--- src/cwk_pkg.sv ---
// Package for the CW paddle keyer: keyer phase codes, register indexes,
// the dot length table and the keyer status struct. No dependencies.
`timescale 1ns / 1ps

package cwk_pkg;

    typedef enum logic [2:0] {
        PH_IDLE     = 3'd0,
        PH_DOT_ON   = 3'd1,
        PH_DOT_GAP  = 3'd2,
        PH_DASH_ON  = 3'd3,
        PH_DASH_GAP = 3'd4
    } t_phase;

    localparam int CFG_IDX_W = 8;
    localparam logic [CFG_IDX_W-1:0] REG_SPEED_WPM      = 8'd0;
    localparam logic [CFG_IDX_W-1:0] REG_PADDLE_LAYOUT  = 8'd1;
    localparam logic [CFG_IDX_W-1:0] REG_DEBOUNCE_TICKS = 8'd2;

    localparam logic [7:0] RESET_DEBOUNCE = 8'd20;
    localparam logic [7:0] RESET_DOT_LEN  = 8'd60;
    localparam int         REM_W          = 10;

    // Dot length in ticks, 1200 / wpm, saturated to 255 (zero wpm also gives 255).
    localparam logic [7:0] DOT_TABLE [0:63] = '{
        8'd255, 8'd255, 8'd255, 8'd255, 8'd255, 8'd240, 8'd200, 8'd171,
        8'd150, 8'd133, 8'd120, 8'd109, 8'd100, 8'd92,  8'd85,  8'd80,
        8'd75,  8'd70,  8'd66,  8'd63,  8'd60,  8'd57,  8'd54,  8'd52,
        8'd50,  8'd48,  8'd46,  8'd44,  8'd42,  8'd41,  8'd40,  8'd38,
        8'd37,  8'd36,  8'd35,  8'd34,  8'd33,  8'd32,  8'd31,  8'd30,
        8'd30,  8'd29,  8'd28,  8'd27,  8'd27,  8'd26,  8'd26,  8'd25,
        8'd25,  8'd24,  8'd24,  8'd23,  8'd23,  8'd22,  8'd22,  8'd21,
        8'd21,  8'd21,  8'd20,  8'd20,  8'd20,  8'd19,  8'd19,  8'd19
    };

    typedef struct packed {
        logic   key;
        t_phase phase;
    } t_keyer_status;

endpackage

--- src/cwk_debounce.sv ---
// Debouncer for one raw paddle contact with a saturating hold counter.
// Depends on nothing outside this file.
`timescale 1ns / 1ps

module cwk_debounce (
    input  logic       i_clk,
    input  logic       i_rst_n,
    input  logic       i_step,
    input  logic       i_raw,
    input  logic [7:0] i_debounce_ticks,
    output logic       o_stable_next
);

    logic       r_last;
    logic       r_stable;
    logic [7:0] r_count;
    logic       n_stable;
    logic [7:0] n_count;

    always_comb begin
        if (i_raw != r_last) begin
            n_count = 8'd0;
        end else if (r_count != 8'hFF) begin
            n_count = r_count + 8'd1;
        end else begin
            n_count = r_count;
        end
        n_stable = (n_count >= i_debounce_ticks) ? i_raw : r_stable;
    end

    assign o_stable_next = n_stable;

    always_ff @(posedge i_clk) begin
        if (!i_rst_n) begin
            r_last   <= 1'b0;
            r_stable <= 1'b0;
            r_count  <= 8'd0;
        end else if (i_step) begin
            r_last   <= i_raw;
            r_stable <= n_stable;
            r_count  <= n_count;
        end
    end

endmodule

--- src/cwk_fsm.sv ---
// Five-phase element sequencer: dot, dash and inter-element gap timing.
// Depends on cwk_pkg.
`timescale 1ns / 1ps

module cwk_fsm (
    input  logic                  i_clk,
    input  logic                  i_rst_n,
    input  logic                  i_step,
    input  logic                  i_dot,
    input  logic                  i_dash,
    input  logic                  i_inhibit,
    input  logic [7:0]            i_dot_length,
    output cwk_pkg::t_keyer_status o_status_next
);

    cwk_pkg::t_phase             r_phase;
    cwk_pkg::t_phase             n_phase;
    logic                        r_key;
    logic                        n_key;
    logic [cwk_pkg::REM_W-1:0]   r_rem;
    logic [cwk_pkg::REM_W-1:0]   n_rem;
    logic [cwk_pkg::REM_W-1:0]   w_rem_dec;
    logic [cwk_pkg::REM_W-1:0]   w_dot_len;
    logic [cwk_pkg::REM_W-1:0]   w_dash_len;
    logic                        w_expired;

    assign w_rem_dec  = (r_rem != '0) ? r_rem - 1'b1 : r_rem;
    assign w_expired  = (w_rem_dec == '0);
    assign w_dot_len  = {2'b00, i_dot_length};
    // Three dots: length plus twice the length, at most 765.
    assign w_dash_len = w_dot_len + {1'b0, i_dot_length, 1'b0};

    always_comb begin
        n_phase = r_phase;
        n_key   = r_key;
        n_rem   = r_rem;
        if (i_inhibit) begin
            n_phase = cwk_pkg::PH_IDLE;
            n_key   = 1'b0;
            n_rem   = '0;
        end else begin
            case (r_phase)
                cwk_pkg::PH_IDLE: begin
                    if (i_dash) begin
                        n_phase = cwk_pkg::PH_DASH_ON;
                        n_key   = 1'b1;
                        n_rem   = w_dash_len;
                    end else if (i_dot) begin
                        n_phase = cwk_pkg::PH_DOT_ON;
                        n_key   = 1'b1;
                        n_rem   = w_dot_len;
                    end
                end
                cwk_pkg::PH_DOT_ON, cwk_pkg::PH_DASH_ON: begin
                    n_rem = w_rem_dec;
                    if (w_expired) begin
                        n_key   = 1'b0;
                        n_phase = (r_phase == cwk_pkg::PH_DOT_ON) ? cwk_pkg::PH_DOT_GAP
                                                                   : cwk_pkg::PH_DASH_GAP;
                        n_rem   = w_dot_len;
                    end
                end
                cwk_pkg::PH_DOT_GAP, cwk_pkg::PH_DASH_GAP: begin
                    n_rem = w_rem_dec;
                    if (w_expired) begin
                        if (i_dash) begin
                            n_phase = cwk_pkg::PH_DASH_ON;
                            n_key   = 1'b1;
                            n_rem   = w_dash_len;
                        end else if (i_dot) begin
                            n_phase = cwk_pkg::PH_DOT_ON;
                            n_key   = 1'b1;
                            n_rem   = w_dot_len;
                        end else begin
                            n_phase = cwk_pkg::PH_IDLE;
                        end
                    end
                end
                default: begin
                    n_phase = cwk_pkg::PH_IDLE;
                    n_key   = 1'b0;
                    n_rem   = '0;
                end
            endcase
        end
    end

    assign o_status_next.key   = n_key;
    assign o_status_next.phase = n_phase;

    always_ff @(posedge i_clk) begin
        if (!i_rst_n) begin
            r_phase <= cwk_pkg::PH_IDLE;
            r_key   <= 1'b0;
            r_rem   <= '0;
        end else if (i_step) begin
            r_phase <= n_phase;
            r_key   <= n_key;
            r_rem   <= n_rem;
        end
    end

endmodule

--- src/cw_paddle_keyer.sv ---
// CW paddle keyer top level: configuration registers, two debouncers,
// the element sequencer and the result register. Depends on cwk_pkg, cwk_debounce and cwk_fsm.
`timescale 1ns / 1ps

// Usage:
// Feed one item per millisecond tick on the slave stream; tdata carries the raw
// paddle A and B contacts and the inhibit flag. Each accepted item yields exactly
// one result item on the master stream: key line, keyer phase and the debounced
// logical dot and dash paddles, all taken after that tick's update.
// The result is registered and valid in the cycle after acceptance. Throughput is
// one item per cycle while the receiver keeps up: the whole tick update is a single pass
// of logic between the keyer state registers and the result register.
// When the receiver stalls, the result register holds its item and s_tready drops
// until the result is taken; an item is accepted in the same cycle the waiting
// result leaves.
// The configuration channel is always ready. Writing the speed register looks up
// the dot length (1200 / wpm) from a constant table.
// Reset clears the debouncers, puts the keyer idle with the key off, restores
// 20 wpm, right-hand layout and a debounce of 20 ticks, and empties the result register.
module cw_paddle_keyer (
    input  logic       i_clk,
    input  logic       i_rst_n,
    // Slave stream. tdata: [0] paddle_a_pressed, [1] paddle_b_pressed, [2] inhibit.
    input  logic       i_s_tvalid,
    output logic       o_s_tready,
    input  logic [7:0] i_s_tdata,
    // Master stream. tdata: [0] key_out, [3:1] keyer_phase, [4] dot_held, [5] dash_held.
    output logic       o_m_tvalid,
    input  logic       i_m_tready,
    output logic [7:0] o_m_tdata,
    // Configuration write channel.
    input  logic       i_cfg_valid,
    output logic       o_cfg_ready,
    input  logic [cwk_pkg::CFG_IDX_W-1:0] i_cfg_index,
    input  logic [7:0] i_cfg_data
);

    logic       r_layout;
    logic [7:0] r_debounce;
    logic [7:0] r_dot_length;
    logic       r_out_valid;
    logic [7:0] r_out_data;

    logic       w_step;
    logic       w_cfg_we;
    logic       w_stable_a;
    logic       w_stable_b;
    logic       w_dot;
    logic       w_dash;
    cwk_pkg::t_keyer_status w_status;

    assign o_s_tready  = !r_out_valid || i_m_tready;
    assign w_step      = i_s_tvalid && o_s_tready;
    assign o_cfg_ready = 1'b1;
    assign w_cfg_we    = i_cfg_valid;

    always_ff @(posedge i_clk) begin
        if (!i_rst_n) begin
            r_layout     <= 1'b0;
            r_debounce   <= cwk_pkg::RESET_DEBOUNCE;
            r_dot_length <= cwk_pkg::RESET_DOT_LEN;
        end else if (w_cfg_we) begin
            case (i_cfg_index)
                cwk_pkg::REG_SPEED_WPM:      r_dot_length <= cwk_pkg::DOT_TABLE[i_cfg_data[5:0]];
                cwk_pkg::REG_PADDLE_LAYOUT:  r_layout     <= i_cfg_data[0];
                cwk_pkg::REG_DEBOUNCE_TICKS: r_debounce   <= i_cfg_data;
                default: begin
                end
            endcase
        end
    end

    cwk_debounce u_deb_a (
        .i_clk            (i_clk),
        .i_rst_n          (i_rst_n),
        .i_step           (w_step),
        .i_raw            (i_s_tdata[0]),
        .i_debounce_ticks (r_debounce),
        .o_stable_next    (w_stable_a)
    );

    cwk_debounce u_deb_b (
        .i_clk            (i_clk),
        .i_rst_n          (i_rst_n),
        .i_step           (w_step),
        .i_raw            (i_s_tdata[1]),
        .i_debounce_ticks (r_debounce),
        .o_stable_next    (w_stable_b)
    );

    // Right-hand layout: paddle A is dash, B is dot; left-hand swaps them.
    assign w_dot  = r_layout ? w_stable_a : w_stable_b;
    assign w_dash = r_layout ? w_stable_b : w_stable_a;

    cwk_fsm u_fsm (
        .i_clk         (i_clk),
        .i_rst_n       (i_rst_n),
        .i_step        (w_step),
        .i_dot         (w_dot),
        .i_dash        (w_dash),
        .i_inhibit     (i_s_tdata[2]),
        .i_dot_length  (r_dot_length),
        .o_status_next (w_status)
    );

    always_ff @(posedge i_clk) begin
        if (!i_rst_n) begin
            r_out_valid <= 1'b0;
        end else if (w_step) begin
            r_out_valid <= 1'b1;
        end else if (i_m_tready) begin
            r_out_valid <= 1'b0;
        end
    end

    always_ff @(posedge i_clk) begin
        if (w_step) begin
            r_out_data <= {2'b00, w_dash, w_dot, w_status.phase, w_status.key};
        end
    end

    assign o_m_tvalid = r_out_valid;
    assign o_m_tdata  = r_out_data;

endmodule

--- config.mk ---
export PLATFORM = sky130hd
export DESIGN_NAME = cw_paddle_keyer
export DESIGN_NICKNAME = d
export VERILOG_FILES = /design/src/cwk_pkg.sv /design/src/cwk_debounce.sv /design/src/cwk_fsm.sv /design/src/cw_paddle_keyer.sv
export SDC_FILE = /design/constraint.sdc
export NUM_CORES = 1
export LEC_CHECK = 0
export BUFFER_PORTS_ARGS = -buffer_cell sky130_fd_sc_hd__buf_2
export CAP_MARGIN = 10
export CORE_MARGIN = 8
export CORE_UTILIZATION = 45
export DETAILED_ROUTE_END_ITERATION = 12
export PLACE_DENSITY = 0.67
export SLEW_MARGIN = 20
export SYNTH_ARGS = -nofsm -noshare
export SYNTH_HDL_FRONTEND = slang
export SYNTH_HIERARCHICAL = 1
export SYNTH_SLANG_ARGS = --single-unit
--- constraint.sdc ---
create_clock -name i_clk -period 5.4 [get_ports i_clk]
set_clock_uncertainty 0.15 [all_clocks]
set_input_delay 0.54 -clock i_clk [delete_from_list [all_inputs] [get_ports i_clk]]
set_output_delay 0.54 -clock i_clk [all_outputs]
set_load 0.01 [all_outputs]
==> flow_summary.yaml <==
run_status:
  status: "finished, final reports clean"
setup_path:
  critical_path.max_fanout: 12
  worst_setup_path_start_kind: "register"
  cpLargestDelayFamily: "simple AND/OR/NAND/NOR gates"
  cell_repeated_most_along_the_worst_path: "sky130_fd_sc_hd__nor2_1"
  timing.critical_path.slowest_cell_delay_ns: 0.62
  worst-setup-path-type: "register to register"
  crit_buf_inv: 1
  timing.critical_path.required_ns: 5.50
  path_cells: "ha_1 -> nand3_1 -> nor2_1 -> xnor2_1 -> nand2_1 -> ha_1 -> nand2b_1 -> a2111oi_2 -> nor3_1 -> nor2_1 -> mux2_2 -> mux2_2 -> inv_1 -> a41oi_1 -> nand3_1 -> nor2_1 -> or4b_2 -> o221ai_1"
  worst-endpoint-arrival_ns: 5.14
  worstSetupEndpointType: "register"
  cp_slowest_cell: "sky130_fd_sc_hd__or4b_2"
synth:
  synth_cells: 660
  synth-async-reset-ratio_pct: 0
  synth_enable_flop_cells: 6
  synth_compound_area_share_pct: 25.4
  synth_area_um2: 5220
  synth_area_in_xor_xnor_pct: 2.85
  yosys-mux-area-fraction_pct: 5.68
  syn_avg_cell_area_um2: 7.91
  ys_types: 89
  yosysSeqAreaShare_pct: 23.4
  post_synth_and_or_nand_nor_area_fraction_pct: 26.1
  synth_warnings: 6
  number_of_synthesized_register_bits: 58
  adder_cell_fraction_of_synth_area_pct: 9.94
  largest_family_of_logic_cells_by_synthesized_area: "simple AND/OR/NAND/NOR gates"
  synth-main-ff-cell: "sky130_fd_sc_hd__dfxtp_1"
timing:
  report.final.slew_viol_count: 0
  timing.setup.tns_ns: 0
  timing.final.crit_share_pct: 93.3
  hold_viol_final: 0
  max_clock_freq_mhz: 198
  timing.final.ws_setup_ns: 0.360
  timing.max_slew.rel_slack_pct: 33.0
  tightestPinTransition_ns: 0.997
  grt_setup_unrepaired: "false"
  setup_viol_count_final: 0
  timing.final.crit_period_ns: 5.04
placed_design:
  gp_routability_congestion: 0.910
  dp_hpwl_mm: 9.24
  placement.io_buffers: 31
  place_ws_ns: 0.502
die:
  floorplan.initialDensity_pct: 45.9
  num_io_pins: 40
  floorplan.rows: 39
  die_height_um: 124
  design.die.area_um2: 15300
  dieWidth_um: 124
  core-area_um2: 11400
routing:
  detailedRoute.firstIterationViolations: 371
  drt_pass1_iterations: 5
  drtAntennaViolNets: 0
  post_drt_wl_per_cell_um: 15.4
  drt_drc_violations_left: 0
  vias: 4875
  post_drt_via_cell_ratio: 5.97
  drt_wl_total_mm: 12.6
pwr:
  vdd_ir_drop_max_mv: 0.127
  power_density_nw_per_um2: 220
  share_clk_of_total_power_pct: 49.1
  netSwitchingFraction_pct: 26.3
  p_int_uw: 928
  share_comb_of_total_power_pct: 15.1
  pwr-share-seq_pct: 35.8
  net-switching-power_uw: 330
  leakage_power_figure_uw: 0.00237
cts:
  clk_latency_ns: 0.33
  cts-root-to-sink-buffers: 2
  total_number_of_clock_tree_sinks: 58
  h-tree-depth: 3
  clock_tree_from_tritoncts: "built"
  cts.root.buffer_cell: "sky130_fd_sc_hd__clkbuf_16"
  cts.repair.resized: 0
  post-cts-setup-buffer-count: 0
  path_clk_slew_ns: 0.06
  numCtsBuffers: 9
  ctsHoldBuffers: 0
final_layout:
  ant_cells: 0
  final_net_count: 739
  drive_above_1_share_pct: 13.8
  area_growth_pct: 9.32
grt:
  number_of_global_route_vias_before_repair: 4498
  global_route_wire_length_before_repair_mm: 21.1
  grt_max_degree: 54
  grt_antenna_before_repair: 0
  grtUsageTotal_pct: 16.8
  overflow: 0
run:
  maxCapViolCount: 0
min_path:
  timing.hold.worst.class: "input pin to register"
-- power groups by stage --
stage | sequential, uW | combinational (uW) | clock (uW)
final | 450 | 191 | 617
after global routing | 451 | 210 | 649
after CTS | 450 | 190 | 630
after detailed placement | 459 | 188 | 0
after global placement | 459 | 184 | 0
after floorplan | 457 | 144 | 0
-- per-stage QoR --
stage	cell area, um2	hold slack, ns	utilization, %	instances	power (uW)
after floorplan	5230	0.285	-	661	601
after global routing	5710	0.324	50.2	817	1310
after detailed placement	5390	0.315	47.4	802	647
final	5710	0.314	50.2	817	1260
after CTS	5710	0.309	50.2	817	1270
after global placement	5390	0.294	47.4	802	643
-- state kept, by name, indices dropped and copies added, names as in the netlist, 3 cells and up --
name / flops
u_fsm/r_rem: 10
r_debounce: 8
r_dot_length: 8
u_deb_a/r_count: 8
u_deb_b/r_count: 8
o_m_tdata: 6
u_fsm/r_phase: 3
-- layout make-up --
| type | count | area [um2] |
|---|---|---|
| tap | 143 | 179 |
| clock buffer | 11 | 243 |
| fill | 1082 | 5660 |
| clock inverter | 4 | 76.3 |
| inverter | 35 | 131 |
| multi-input combinational | 530 | 3660 |
| timing repair buffer | 36 | 193 |
| sequential | 58 | 1220 |
-- cells in the mapped netlist (18+ instances only) --
master,instances,area (um2)
sky130_fd_sc_hd__nor2_1,55,206
sky130_fd_sc_hd__ha_1,39,488
sky130_fd_sc_hd__o21ai_0,32,160
sky130_fd_sc_hd__inv_1,34,128
sky130_fd_sc_hd__nor3_1,21,105
sky130_fd_sc_hd__dfxtp_1,52,1040
sky130_fd_sc_hd__nand2_1,58,218
sky130_fd_sc_hd__a21oi_1,43,215
sky130_fd_sc_hd__mux2i_1,18,180
sky130_fd_sc_hd__nor2b_1,20,125
sky130_fd_sc_hd__nand3_1,26,130
-- cell usage in the layout (no fill, tap or decap), types with 4 or more instances in the layout --
master,n
sky130_fd_sc_hd__a21o_1,7
sky130_fd_sc_hd__xnor2_1,9
sky130_fd_sc_hd__xor2_1,8
sky130_fd_sc_hd__and3_1,8
sky130_fd_sc_hd__a22oi_1,7
sky130_fd_sc_hd__edfxtp_1,6
sky130_fd_sc_hd__mux2i_1,18
sky130_fd_sc_hd__o21ai_0,32
sky130_fd_sc_hd__ha_1,39
sky130_fd_sc_hd__nand3_1,26
sky130_fd_sc_hd__o22ai_1,6
sky130_fd_sc_hd__dfxtp_1,52
sky130_fd_sc_hd__nor2b_1,20
sky130_fd_sc_hd__nor2_1,55
sky130_fd_sc_hd__nor3b_1,4
sky130_fd_sc_hd__buf_2,31
sky130_fd_sc_hd__o221ai_1,5
sky130_fd_sc_hd__mux2_2,7
sky130_fd_sc_hd__inv_1,34
sky130_fd_sc_hd__o21bai_1,4
sky130_fd_sc_hd__a211oi_1,9
sky130_fd_sc_hd__a31oi_1,11
sky130_fd_sc_hd__nor3_1,21
sky130_fd_sc_hd__o31ai_1,6
sky130_fd_sc_hd__nand2_1,58
sky130_fd_sc_hd__o21a_1,8
sky130_fd_sc_hd__buf_4,5
sky130_fd_sc_hd__a21oi_1,43
sky130_fd_sc_hd__nand2b_1,14
sky130_fd_sc_hd__clkbuf_16,9
sky130_fd_sc_hd__nand4_1,4
sky130_fd_sc_hd__nor4_1,4
sky130_fd_sc_hd__o211ai_1,5
sky130_fd_sc_hd__o21ai_1,10
-- final timing paths --
| path | from | end | slack (ns) | cells past startpoint |
|---|---|---|---|---|
| max | u_deb_b/r_count[0]$_SDFFE_PN0P_ | u_fsm/r_rem[8]$_SDFFE_PN0P_ | 0.36 | 18 |
| min | i_cfg_data[6] | r_debounce[6]$_SDFFE_PN0P_ | 0.31 | 3 |
| max reg2reg | u_deb_b/r_count[0]$_SDFFE_PN0P_ | u_fsm/r_rem[8]$_SDFFE_PN0P_ | 0.36 | 18 |
| min reg2reg | u_deb_b/r_stable$_SDFFE_PN0P_ | u_deb_b/r_stable$_SDFFE_PN0P_ | 0.32 | 2 |
-- metal layers --
| metal | global-route usage (%) | vias to the layer above | share of wire (%) |
|---|---|---|---|
| met2 | 27.8 | 164 | 47 |
| met5 | 0 | - | 0 |
| li1 | - | 2431 | - |
| met3 | 2.81 | 18 | 5.9 |
| met1 | 21.4 | 2262 | 45 |
| met4 | 6.77 | 0 | 1.5 |
-- cells by family after synthesis --
family                     after synthesis
muxes                                   27
and+or+nand+nor                        249
buffers and inverters                   73
adders and majority gates               41
xor gates and xnor gates                17
AOI/OAI and AO/OA                      193
other                                    2
DFF                                     58
-- tightest hold or removal path, cell delays in order --
cell	delay, ns
sky130_fd_sc_hd__buf_2	0.07
sky130_fd_sc_hd__mux2i_1	0.05
sky130_fd_sc_hd__nor2b_1	0.09
(Power assumes the default switching activity.)
